### config.mk
export PLATFORM = sky130hd
export DESIGN_NAME = lidar_reflector_segment_counter_top
export DESIGN_NICKNAME = d
export VERILOG_FILES = /design/src/lrsc_pkg.sv /design/src/lidar_reflector_segment_counter_top.sv /design/src/lrsc_queue.sv /design/src/lrsc_front.sv /design/src/lrsc_back.sv
export VERILOG_INCLUDE_DIRS = /design/src /design/src/src
export SDC_FILE = /design/constraint.sdc
export NUM_CORES = 2
export LEC_CHECK = 0
export ABC_CLOCK_PERIOD_IN_PS = 9100
export BUFFER_PORTS_ARGS = -buffer_cell sky130_fd_sc_hd__buf_2
export CAP_MARGIN = 20
export CORE_ASPECT_RATIO = 1.5
export CORE_UTILIZATION = 60
export DETAILED_ROUTE_END_ITERATION = 10
export PLACE_DENSITY = 0.79
export SYNTH_ARGS = -nofsm -noshare
export SYNTH_HDL_FRONTEND = slang
export SYNTH_SLANG_ARGS = --single-unit
### constraint.sdc
create_clock -name clk_i -period 9.1 [get_ports clk_i]
set_input_delay 1.365 -clock clk_i [delete_from_list [all_inputs] [get_ports clk_i]]
set_output_delay 1.365 -clock clk_i [all_outputs]
set_load 0.01 [all_outputs]
### src/lidar_reflector_segment_counter_top_assert.svh
// Assertion macros for the lidar reflector segment counter.
`ifndef LIDAR_REFLECTOR_SEGMENT_COUNTER_TOP_ASSERT_SVH
`define LIDAR_REFLECTOR_SEGMENT_COUNTER_TOP_ASSERT_SVH

// Checked on every rising edge while out of reset.
`define LRSC_ASSERT(lbl, clk, rstn, prop) \
  lbl: assert property (@(posedge clk) disable iff (!rstn) prop) \
    else $error("lrsc check failed");

// Checked on every rising edge, reset included.
`define LRSC_ASSERT_ALWAYS(lbl, clk, prop) \
  lbl: assert property (@(posedge clk) prop) else $error("lrsc check failed");

`endif

### src/lrsc_pkg.sv
// Package: types, constants and the arctangent table of the segment counter.
`default_nettype none
package lrsc_pkg;

  localparam int unsigned RangeW     = 16;
  localparam int unsigned AngleW     = 16;
  localparam int unsigned CountW     = 11;
  localparam int unsigned RunW       = 12;
  localparam int unsigned XyW        = 18;
  localparam int unsigned AccW       = 36;
  localparam int unsigned ZW         = 34;
  localparam int unsigned StageIdxW  = 5;
  localparam int unsigned CfgIdxW    = 3;
  localparam int unsigned KinvQ16    = 39797;
  localparam int unsigned RunMax     = 4095;
  localparam int unsigned MaxStages  = 24;

  localparam int unsigned DefMaxBeams     = 2048;
  localparam int unsigned DefCordicStages = 16;

  localparam logic [CfgIdxW-1:0] RegStartAngle = 3'd0;
  localparam logic [CfgIdxW-1:0] RegAngleStep  = 3'd1;
  localparam logic [CfgIdxW-1:0] RegThreshold  = 3'd2;
  localparam logic [CfgIdxW-1:0] RegJoinDist   = 3'd3;

  typedef struct packed {
    logic [AngleW-1:0] start_angle;
    logic [AngleW-1:0] angle_step;
    logic [15:0]       threshold;
    logic [15:0]       join_dist;
  } cfg_t;

  typedef struct packed {
    logic [RangeW-1:0] range_mm;
    logic [AngleW-1:0] angle;
    logic              high;
    logic              last;
  } beam_t;

  typedef enum logic [2:0] {
    StIdle,
    StRot,
    StRound,
    StSquare,
    StUpdate
  } back_state_e;

  function automatic logic [31:0] atan_turn(input logic [StageIdxW-1:0] idx);
    logic [31:0] r;
    case (idx)
      5'd0:    r = 32'h2000_0000;
      5'd1:    r = 32'h12E4_051E;
      5'd2:    r = 32'h09FB_385B;
      5'd3:    r = 32'h0511_11D4;
      5'd4:    r = 32'h028B_0D43;
      5'd5:    r = 32'h0145_D7E1;
      5'd6:    r = 32'h00A2_F61E;
      5'd7:    r = 32'h0051_7C55;
      5'd8:    r = 32'h0028_BE53;
      5'd9:    r = 32'h0014_5F2F;
      5'd10:   r = 32'h000A_2F98;
      5'd11:   r = 32'h0005_17CC;
      5'd12:   r = 32'h0002_8BE6;
      5'd13:   r = 32'h0001_45F3;
      5'd14:   r = 32'h0000_A2FA;
      5'd15:   r = 32'h0000_517D;
      5'd16:   r = 32'h0000_28BE;
      5'd17:   r = 32'h0000_145F;
      5'd18:   r = 32'h0000_0A30;
      5'd19:   r = 32'h0000_0518;
      5'd20:   r = 32'h0000_028C;
      5'd21:   r = 32'h0000_0146;
      5'd22:   r = 32'h0000_00A3;
      5'd23:   r = 32'h0000_0051;
      default: r = 32'h0000_0000;
    endcase
    return r;
  endfunction

endpackage
`default_nettype wire

### src/lidar_reflector_segment_counter_top.sv
// Top level of the lidar reflector segment counter.
// Usage:
//  - Input channel (in_valid_i / in_stall_o): one word per lidar beam with
//    range_mm_i, intensity_i and last_beam_i. A word is taken when valid is
//    high and stall is low. A two-word queue sits behind the front part.
//  - Output channel (out_valid_o / out_stall_i): one word per beam with the
//    running segment_count_o and scan_end_o (set on the scan's last beam).
//  - Path: a beam leaves the queue in the idle state and reaches the output
//    register in the update state; a high beam first runs the one-stage-per-
//    cycle CORDIC rotation, then the rounding and squaring steps.
//  - The back part takes one beam at a time: the next leaves the queue only
//    after the last has passed its update step; one CORDIC unit is shared.
//  - Config port: cfg_we_i, cfg_idx_i, cfg_data_i; index 0 start angle (also
//    reloads the beam angle), 1 angle step, 2 intensity threshold, 3 join
//    distance. Other indexes are ignored. Write only while idle.
//  - Reset: registers return to defaults, beam angle to the start angle,
//    run state and count cleared, queue and output register empty.
//  - Output stall: the result register holds its word; the back part waits,
//    then the queue fills and in_stall_o rises.
`default_nettype none
module lidar_reflector_segment_counter_top #(
  parameter int unsigned MAX_BEAMS     = lrsc_pkg::DefMaxBeams,
  parameter int unsigned CORDIC_STAGES = lrsc_pkg::DefCordicStages
) (
  input  wire logic        clk_i,
  input  wire logic        rst_ni,
  input  wire logic        cfg_we_i,
  input  wire logic [2:0]  cfg_idx_i,
  input  wire logic [15:0] cfg_data_i,
  input  wire logic        in_valid_i,
  output logic             in_stall_o,
  input  wire logic [15:0] range_mm_i,
  input  wire logic [15:0] intensity_i,
  input  wire logic        last_beam_i,
  output logic             out_valid_o,
  input  wire logic        out_stall_i,
  output logic [10:0]      segment_count_o,
  output logic             scan_end_o
);
  import lrsc_pkg::*;

  `include "lidar_reflector_segment_counter_top_assert.svh"

  localparam int unsigned CountCap = (MAX_BEAMS / 2 < 1024) ? MAX_BEAMS / 2 : 1024;

  cfg_t  cfg_q, cfg_d;
  beam_t q_wdata, q_rdata;
  logic  q_push, q_pop, q_full, q_empty;

  // Configuration registers
  always_comb begin
    cfg_d = cfg_q;
    if (cfg_we_i) begin
      case (cfg_idx_i)
        RegStartAngle: cfg_d.start_angle = cfg_data_i;
        RegAngleStep:  cfg_d.angle_step  = cfg_data_i;
        RegThreshold:  cfg_d.threshold   = cfg_data_i;
        RegJoinDist:   cfg_d.join_dist   = cfg_data_i;
        default:       cfg_d = cfg_q;
      endcase
    end
  end

  always_ff @(posedge clk_i or negedge rst_ni) begin
    if (!rst_ni) begin
      cfg_q.start_angle <= 16'd0;
      cfg_q.angle_step  <= 16'd64;
      cfg_q.threshold   <= 16'd32768;
      cfg_q.join_dist   <= 16'd300;
    end else begin
      cfg_q <= cfg_d;
    end
  end

  lrsc_front u_front (
    .clk_i       (clk_i),
    .rst_ni      (rst_ni),
    .cfg_i       (cfg_q),
    .cfg_we_i    (cfg_we_i),
    .cfg_idx_i   (cfg_idx_i),
    .cfg_data_i  (cfg_data_i),
    .in_valid_i  (in_valid_i),
    .in_stall_o  (in_stall_o),
    .range_mm_i  (range_mm_i),
    .intensity_i (intensity_i),
    .last_beam_i (last_beam_i),
    .q_full_i    (q_full),
    .q_push_o    (q_push),
    .q_data_o    (q_wdata)
  );

  lrsc_queue u_queue (
    .clk_i       (clk_i),
    .rst_ni      (rst_ni),
    .push_i      (q_push),
    .push_data_i (q_wdata),
    .pop_i       (q_pop),
    .pop_data_o  (q_rdata),
    .full_o      (q_full),
    .empty_o     (q_empty)
  );

  lrsc_back #(
    .MAX_BEAMS     (MAX_BEAMS),
    .CORDIC_STAGES (CORDIC_STAGES)
  ) u_back (
    .clk_i           (clk_i),
    .rst_ni          (rst_ni),
    .cfg_i           (cfg_q),
    .q_empty_i       (q_empty),
    .q_data_i        (q_rdata),
    .q_pop_o         (q_pop),
    .out_valid_o     (out_valid_o),
    .out_stall_i     (out_stall_i),
    .segment_count_o (segment_count_o),
    .scan_end_o      (scan_end_o)
  );

  // Queue must never be written when full nor read when empty.
  `LRSC_ASSERT_ALWAYS(a_no_overflow, clk_i, !(q_push && q_full))
  `LRSC_ASSERT(a_no_underflow, clk_i, rst_ni, !(q_pop && q_empty))
  // Reported count never passes the cap.
  `LRSC_ASSERT(a_count_cap, clk_i, rst_ni, out_valid_o |-> (segment_count_o <= 11'(CountCap)))

endmodule
`default_nettype wire

### src/lrsc_queue.sv
// Two-entry word queue between the front and back parts.
`default_nettype none
module lrsc_queue (
  input  wire logic           clk_i,
  input  wire logic           rst_ni,
  input  wire logic           push_i,
  input  wire lrsc_pkg::beam_t push_data_i,
  input  wire logic           pop_i,
  output lrsc_pkg::beam_t     pop_data_o,
  output logic                full_o,
  output logic                empty_o
);
  import lrsc_pkg::*;

  beam_t      mem_q [2];
  logic       wr_ptr_q, wr_ptr_d;
  logic       rd_ptr_q, rd_ptr_d;
  logic [1:0] fill_q, fill_d;

  assign full_o     = fill_q[1];
  assign empty_o    = (fill_q == 2'd0);
  assign pop_data_o = mem_q[rd_ptr_q];

  always_comb begin
    wr_ptr_d = wr_ptr_q ^ push_i;
    rd_ptr_d = rd_ptr_q ^ pop_i;
    fill_d   = fill_q + {1'b0, push_i} - {1'b0, pop_i};
  end

  always_ff @(posedge clk_i or negedge rst_ni) begin
    if (!rst_ni) begin
      wr_ptr_q <= 1'b0;
      rd_ptr_q <= 1'b0;
      fill_q   <= 2'd0;
    end else begin
      wr_ptr_q <= wr_ptr_d;
      rd_ptr_q <= rd_ptr_d;
      fill_q   <= fill_d;
    end
  end

  always_ff @(posedge clk_i) begin
    if (push_i) begin
      mem_q[wr_ptr_q] <= push_data_i;
    end
  end

endmodule
`default_nettype wire

### src/lrsc_front.sv
// Front part: takes beams, tracks the beam angle and classifies intensity.
`default_nettype none
module lrsc_front (
  input  wire logic                    clk_i,
  input  wire logic                    rst_ni,
  input  wire lrsc_pkg::cfg_t          cfg_i,
  input  wire logic                    cfg_we_i,
  input  wire logic [lrsc_pkg::CfgIdxW-1:0] cfg_idx_i,
  input  wire logic [15:0]             cfg_data_i,
  input  wire logic                    in_valid_i,
  output logic                         in_stall_o,
  input  wire logic [15:0]             range_mm_i,
  input  wire logic [15:0]             intensity_i,
  input  wire logic                    last_beam_i,
  input  wire logic                    q_full_i,
  output logic                         q_push_o,
  output lrsc_pkg::beam_t              q_data_o
);
  import lrsc_pkg::*;

  logic [AngleW-1:0] angle_q, angle_d;

  assign in_stall_o = q_full_i;
  assign q_push_o   = in_valid_i && !q_full_i;

  always_comb begin
    q_data_o.range_mm = range_mm_i;
    q_data_o.angle    = angle_q;
    q_data_o.high     = (intensity_i > cfg_i.threshold);
    q_data_o.last     = last_beam_i;
  end

  always_comb begin
    angle_d = angle_q;
    if (cfg_we_i && cfg_idx_i == RegStartAngle) begin
      angle_d = cfg_data_i;
    end else if (q_push_o) begin
      angle_d = last_beam_i ? cfg_i.start_angle : angle_q + cfg_i.angle_step;
    end
  end

  always_ff @(posedge clk_i or negedge rst_ni) begin
    if (!rst_ni) begin
      angle_q <= '0;
    end else begin
      angle_q <= angle_d;
    end
  end

endmodule
`default_nettype wire

### src/lrsc_back.sv
// Back part: iterative CORDIC, distance test, run tracking and result register.
`default_nettype none
module lrsc_back #(
  parameter int unsigned MAX_BEAMS     = lrsc_pkg::DefMaxBeams,
  parameter int unsigned CORDIC_STAGES = lrsc_pkg::DefCordicStages
) (
  input  wire logic            clk_i,
  input  wire logic            rst_ni,
  input  wire lrsc_pkg::cfg_t  cfg_i,
  input  wire logic            q_empty_i,
  input  wire lrsc_pkg::beam_t q_data_i,
  output logic                 q_pop_o,
  output logic                 out_valid_o,
  input  wire logic            out_stall_i,
  output logic [10:0]          segment_count_o,
  output logic                 scan_end_o
);
  import lrsc_pkg::*;

  localparam int unsigned NStages  = (CORDIC_STAGES < MaxStages) ? CORDIC_STAGES : MaxStages;
  localparam int unsigned CountCap = (MAX_BEAMS / 2 < 1024) ? MAX_BEAMS / 2 : 1024;
  localparam logic [StageIdxW-1:0] LastStage = StageIdxW'(NStages - 1);
  localparam logic [CountW-1:0]    CapVal    = CountW'(CountCap);

  back_state_e state_q, state_d;

  beam_t                  beam_q;
  logic signed [AccW-1:0] x_q, y_q;
  logic signed [ZW-1:0]   z_q;
  logic [StageIdxW-1:0]   i_q;
  logic signed [XyW-1:0]  xm_q, ym_q;
  logic [37:0]            dxx_q, dyy_q;

  logic                   run_active_q;
  logic [RunW-1:0]        run_len_q;
  logic signed [XyW-1:0]  sx_q, sy_q;
  logic [CountW-1:0]      count_q;
  logic                   out_valid_q;
  logic [CountW-1:0]      out_count_q;
  logic                   out_end_q;

  logic                   out_free;
  logic                   upd_go;

  // datapath helpers
  logic                   flip;
  logic [31:0]            prod;
  logic signed [AccW-1:0] x0;
  logic signed [AccW-1:0] xs, ys;
  logic signed [ZW-1:0]   at;
  logic signed [19:0]     xr, yr;
  logic signed [XyW-1:0]  xc, yc;
  logic signed [18:0]     dx, dy;
  logic signed [37:0]     dx2, dy2;
  logic [38:0]            d2;
  logic [31:0]            j2;
  logic                   joins;
  logic [RunW-1:0]        len_inc;
  logic                   bump;
  logic [CountW-1:0]      cnt_next;

  assign out_free    = !out_valid_q || !out_stall_i;
  assign upd_go      = (state_q == StUpdate) && out_free;
  assign out_valid_o = out_valid_q;
  assign segment_count_o = out_count_q;
  assign scan_end_o  = out_end_q;

  // next state
  always_comb begin
    state_d = state_q;
    case (state_q)
      StIdle:   if (!q_empty_i) state_d = q_data_i.high ? StRot : StUpdate;
      StRot:    if (i_q == LastStage) state_d = StRound;
      StRound:  state_d = StSquare;
      StSquare: state_d = StUpdate;
      StUpdate: if (out_free) state_d = StIdle;
      default:  state_d = StIdle;
    endcase
  end

  // outputs of the sequencer
  always_comb begin
    q_pop_o = 1'b0;
    case (state_q)
      StIdle:  q_pop_o = !q_empty_i;
      default: q_pop_o = 1'b0;
    endcase
  end

  // rotation, rounding, distance and count arithmetic
  always_comb begin
    flip = q_data_i.angle[15] ^ q_data_i.angle[14];
    prod = 32'(q_data_i.range_mm) * 32'(KinvQ16);
    x0   = flip ? -$signed({4'b0, prod}) : $signed({4'b0, prod});
    xs   = x_q >>> i_q;
    ys   = y_q >>> i_q;
    at   = $signed({2'b0, atan_turn(i_q)});
    xr   = 20'((x_q + AccW'(32768)) >>> 16);
    yr   = 20'((y_q + AccW'(32768)) >>> 16);
    xc   = (xr > 20'sd131071) ? 18'sh1FFFF :
           (xr < -20'sd131072) ? 18'sh20000 : xr[XyW-1:0];
    yc   = (yr > 20'sd131071) ? 18'sh1FFFF :
           (yr < -20'sd131072) ? 18'sh20000 : yr[XyW-1:0];
    dx   = {xm_q[XyW-1], xm_q} - {sx_q[XyW-1], sx_q};
    dy   = {ym_q[XyW-1], ym_q} - {sy_q[XyW-1], sy_q};
    dx2  = dx * dx;
    dy2  = dy * dy;
    d2   = {1'b0, dxx_q} + {1'b0, dyy_q};
    j2   = 32'(cfg_i.join_dist) * 32'(cfg_i.join_dist);
    joins = d2 < {7'b0, j2};
    len_inc = (run_len_q < RunW'(RunMax)) ? run_len_q + 1'b1 : run_len_q;
    // a run is counted once, when it reaches two beams
    bump = beam_q.high && run_active_q && joins && (len_inc == RunW'(2)) &&
           (count_q < CapVal);
    cnt_next = bump ? count_q + 1'b1 : count_q;
  end

  always_ff @(posedge clk_i) begin
    case (state_q)
      StIdle: begin
        if (!q_empty_i) begin
          beam_q <= q_data_i;
          x_q    <= x0;
          y_q    <= '0;
          z_q    <= ZW'($signed({q_data_i.angle[15] ^ flip, q_data_i.angle[14:0], 16'b0}));
          i_q    <= '0;
        end
      end
      StRot: begin
        if (!z_q[ZW-1]) begin
          x_q <= x_q - ys;
          y_q <= y_q + xs;
          z_q <= z_q - at;
        end else begin
          x_q <= x_q + ys;
          y_q <= y_q - xs;
          z_q <= z_q + at;
        end
        i_q <= i_q + 1'b1;
      end
      StRound: begin
        xm_q <= xc;
        ym_q <= yc;
      end
      StSquare: begin
        dxx_q <= dx2[37:0];
        dyy_q <= dy2[37:0];
      end
      default: ;
    endcase
  end

  // run state and result register
  always_ff @(posedge clk_i or negedge rst_ni) begin
    if (!rst_ni) begin
      state_q      <= StIdle;
      run_active_q <= 1'b0;
      run_len_q    <= '0;
      sx_q         <= '0;
      sy_q         <= '0;
      count_q      <= '0;
      out_valid_q  <= 1'b0;
      out_count_q  <= '0;
      out_end_q    <= 1'b0;
    end else begin
      state_q <= state_d;
      if (upd_go) begin
        out_valid_q <= 1'b1;
        out_count_q <= cnt_next;
        out_end_q   <= beam_q.last;
        if (beam_q.last) begin
          run_active_q <= 1'b0;
          run_len_q    <= '0;
          sx_q         <= '0;
          sy_q         <= '0;
          count_q      <= '0;
        end else if (beam_q.high) begin
          count_q <= cnt_next;
          if (run_active_q && joins) begin
            run_len_q <= len_inc;
          end else begin
            run_active_q <= 1'b1;
            run_len_q    <= RunW'(1);
            sx_q         <= xm_q;
            sy_q         <= ym_q;
          end
        end else begin
          run_active_q <= 1'b0;
          run_len_q    <= '0;
        end
      end else if (out_valid_q && !out_stall_i) begin
        out_valid_q <= 1'b0;
      end
    end
  end

endmodule
`default_nettype wire
==> metrics <==
Vias/cell=between 6 and 7; Period Utilization, post-route=104%; sequential share of the synthesized area=a little under a fifth; Post-DRT Antenna Nets=0; Mean Syn Cell Area=about 9.4 um2; Post-synth EDFFs=around 290; crit path capture type=flip-flop; CTS tree=yes; first-pass GRT wire length=about 320000 um; dpl cells=9554; Slew Viols, Final=0; Final min period=9.48 ns; clk_lat worst skew=between 0.6 and 0.7 ns; Max FO, Critical Path=3; Gate Count Post-Synth=around 7800; count of hold-fix buffers inserted at cts=0; headroom to the max-slew limit=a little over a fifth; DP Wirelength=~160000 um; Initial Utilization=between 60% and 70%; setup TNS=-1.11 ns; Area growth syn-to-layout=10.6%; # setup viols final=5; #FFs+latches synth=approximately 480; Buffers on Ports=70; 1st-pass router iterations=6; Wirelength per Cell=21.1 um; crit path DAT=~9.9 ns; Setup Skew=around 0.036 ns; Hold WS=about 0.48 ns; RSZ-0062 raised after global routing=yes; number of CTS-inserted buffers=51; Netlist cell types=approximately 100; Residual DRC=0; Post-Layout Cell Count=between 9000 and 10000; Routed WL=between 200000 and 250000 um; CP Class=flip-flop to flip-flop; failing checks=negative setup slack; CP Launch Type=flip-flop; run status=finished, violations left; core area=~120000 um2; layout cell share with drive strength beyond 1=approximately an eighth; Fmax achieved=roughly 0.11 GHz; WP data required=between 9 and 10 ns; CP max stage delay=between 0.5 and 0.6 ns; chip width=287 um; # H-tree levels=2; Reg clk slew, reported paths=approximately 0.070 ns; die area=between 100000 and 150000 um2; synth warn=0; GPL Wtd Cong=1.00; worst hold path type=flip-flop to flip-flop; worst setup margin=-0.378 ns; initial antenna violation count=2; endpoints failing hold=0; Syn Nets=between 9000 and 10000; io pins=71; vias after detailed routing=around 60000; Detailed Route Iter0 Violations=4419; vias in the first global route=approximately 62000; Critical Path Slowest Stage Cell=fa_1; grt ovf=0; Max-cap violations=0; row count=156; Die Y-Extent=around 430 um; Worst Tran Pin Value=~1.2 ns; clock buffer depth=3; largest net degree at the start of global routing=85; CP dominant cell by count=fa_1; mapped cell area=approximately 73000 um2; top_reg_cell synth=edfxtp_1; nets@finish=9828; Post-synth ARST share=roughly a third; CTS root buffer=clkbuf_16; clk sinks=481; GRT Overall Usage=about a third
-- cells in the final DEF, fill, tap and decap left out, types with 32 or more instances in the layout --
cell,Yosys,routed
nand2b_1,59,59
edfxtp_1,291,291
inv_2,3,32
nand2_1,660,646
o21bai_1,43,42
fa_1,942,925
o21ai_0,301,279
clkbuf_16,0,57
buf_4,6,461
inv_1,1345,1313
mux4_2,89,89
xor2_1,181,178
mux2i_1,78,78
nor3_1,93,89
a31oi_1,76,71
buf_2,37,70
ha_1,723,701
a211oi_1,44,39
nand4_1,32,32
o21a_1,41,40
nor2b_1,59,58
xnor2_1,296,291
and3_1,57,53
nand3_1,102,100
nor2_1,594,576
mux2_2,76,76
a22o_1,37,37
and2_1,87,84
a21o_1,157,157
a21oi_1,399,380
dfrtp_1,154,150
-- cells by family (layout without fill, tap and decap cells) --
kind of cell / Yosys count / after routing / synth area share, %
AND/OR/NAND/NOR: 1900 / 1900 / 11.9
adder cells (fa/ha/maj): 1665 / 1665 / 38.1
buffers and inverters: 1645 / 2015 / 8.73
AO/OA/AOI/OAI: 1350 / 1350 / 11.7
flip-flops: 481 / 481 / 18.2
XOR/XNOR: 477 / 477 / 5.71
multiplexers: 261 / 261 / 5.62
other: 0 / 2 / 0
-- metrics by stage --
| step | setup slack (ns) | utilization [%] | area [um2] |
|---|---|---|---|
| floorplan | 0.00887 | - | 73500 |
| global placement | -0.192 | 64.3 | 77700 |
| detailed placement | -0.280 | 64.3 | 77700 |
| CTS | -0.128 | 66.3 | 80100 |
| global route | -0.743 | 67.0 | 80900 |
| finish | -0.378 | 67.0 | 80900 |
-- critical path, delay by kind of cell (launching register included) --
kind                       cells  cell delay, ns
adders and majority gates     10            4.06
DFF                            1            0.38
and+or+nand+nor                3            0.36
AOI/OAI and AO/OA             18            3.29
xor gates and xnor gates       2            0.36
buffers and inverters          9            0.74
-- layout make-up --
type	instances	area, um2
fillers	9223	39900
repair buffers	558	4190
clock buffers	70	1540
diodes	2	5.00
multi-input cells	5653	54500
clock inverters	26	290
well taps	1580	1980
flip-flops and latches	481	13400
inverters	1361	5120
-- per-layer routing --
metal	part of all wire (%)	GRT usage (%)	vias up
met3	5.6	4.06	926
li1	-	-	26400
met4	9.1	26.0	0
met2	52	60.4	2324
met5	0	0	-
met1	33	35.1	29100
-- worst paths after layout --
check	from	end	slack [ns]	cells past startpoint
min reg2reg	u_back.segment_count_o[5]	u_back.segment_count_o[5]	0.48	2
max reg2reg	u_back.ym_q[0]	u_back.dyy_q[37]	-0.38	42
max in group asynchronous	rst_ni	u_back.run_len_q[5]	6.50	3
max	u_back.ym_q[0]	u_back.dyy_q[37]	-0.38	42
min	u_back.segment_count_o[5]	u_back.segment_count_o[5]	0.48	2
min in group asynchronous	rst_ni	cfg_q[4]	0.69	1
-- flip-flops by register name, indices dropped and copies added, names as in the netlist, 3 cells and up --
| register | cells |
|---|---|
| u_back.at | 30 |
| u_back.i_q | 5 |
| cfg_q | 64 |
| u_back.dxx_q | 37 |
| u_back.ym_q | 18 |
| u_back.count_q | 11 |
| u_back.xm_q | 18 |
| u_back.segment_count_o | 11 |
| u_back.y_q | 36 |
| u_back.x_q | 36 |
| u_back.dyy_q | 37 |
| u_back.run_len_q | 12 |
| u_back.z_q | 34 |
| u_front.angle_q | 16 |
| u_back.sy_q | 18 |
| u_back.sx_q | 18 |
| u_back.state_q | 3 |
| u_queue.mem_q | 68 |
-- Yosys cell counts, drive strengths merged (13+ instances only) --
library cell	number	area, um2
mux4	107	2480
nand2b	59	369
xnor2	296	2590
nand4	34	225
and2	87	544
and3	57	357
clkinv	13	48.8
a31oi	77	497
buf	91	557
or3	18	113
nand3	102	510
o31ai	21	163
nor2	595	2240
o22ai	22	138
a311oi	14	129
ha	723	9050
o211ai	24	180
dfrtp	154	3850
o21a	41	308
nor3	95	485
mux2i	78	781
nor4	22	138
a21oi	400	2010
inv	1348	5060
a211oi	44	330
nor2b	59	369
fa	942	18900
a211o	14	123
clkbuf	193	724
mux2	76	856
edfxtp	291	8740
nand2	661	2480
o21ai	305	1530
a22o	37	324
or2	27	169
and4	16	140
nor3b	22	181
xor2	181	1590
a21boi	18	135
o21bai	43	323
a21o	157	1180
dfxtp	30	601
-- what timing repair did --
| item | CTS | global route |
|---|---|---|
| gates resized for setup | 73 | 151 |
| pin swaps | 74 | 131 |
| setup buffers | 46 | 34 |
| setup endpoints to repair | 81 | 94 |
| cloned | 1 | 0 |
Power is not shown: default switching activity piles up to over one toggle a cycle in this logic, so the estimate is an artifact.
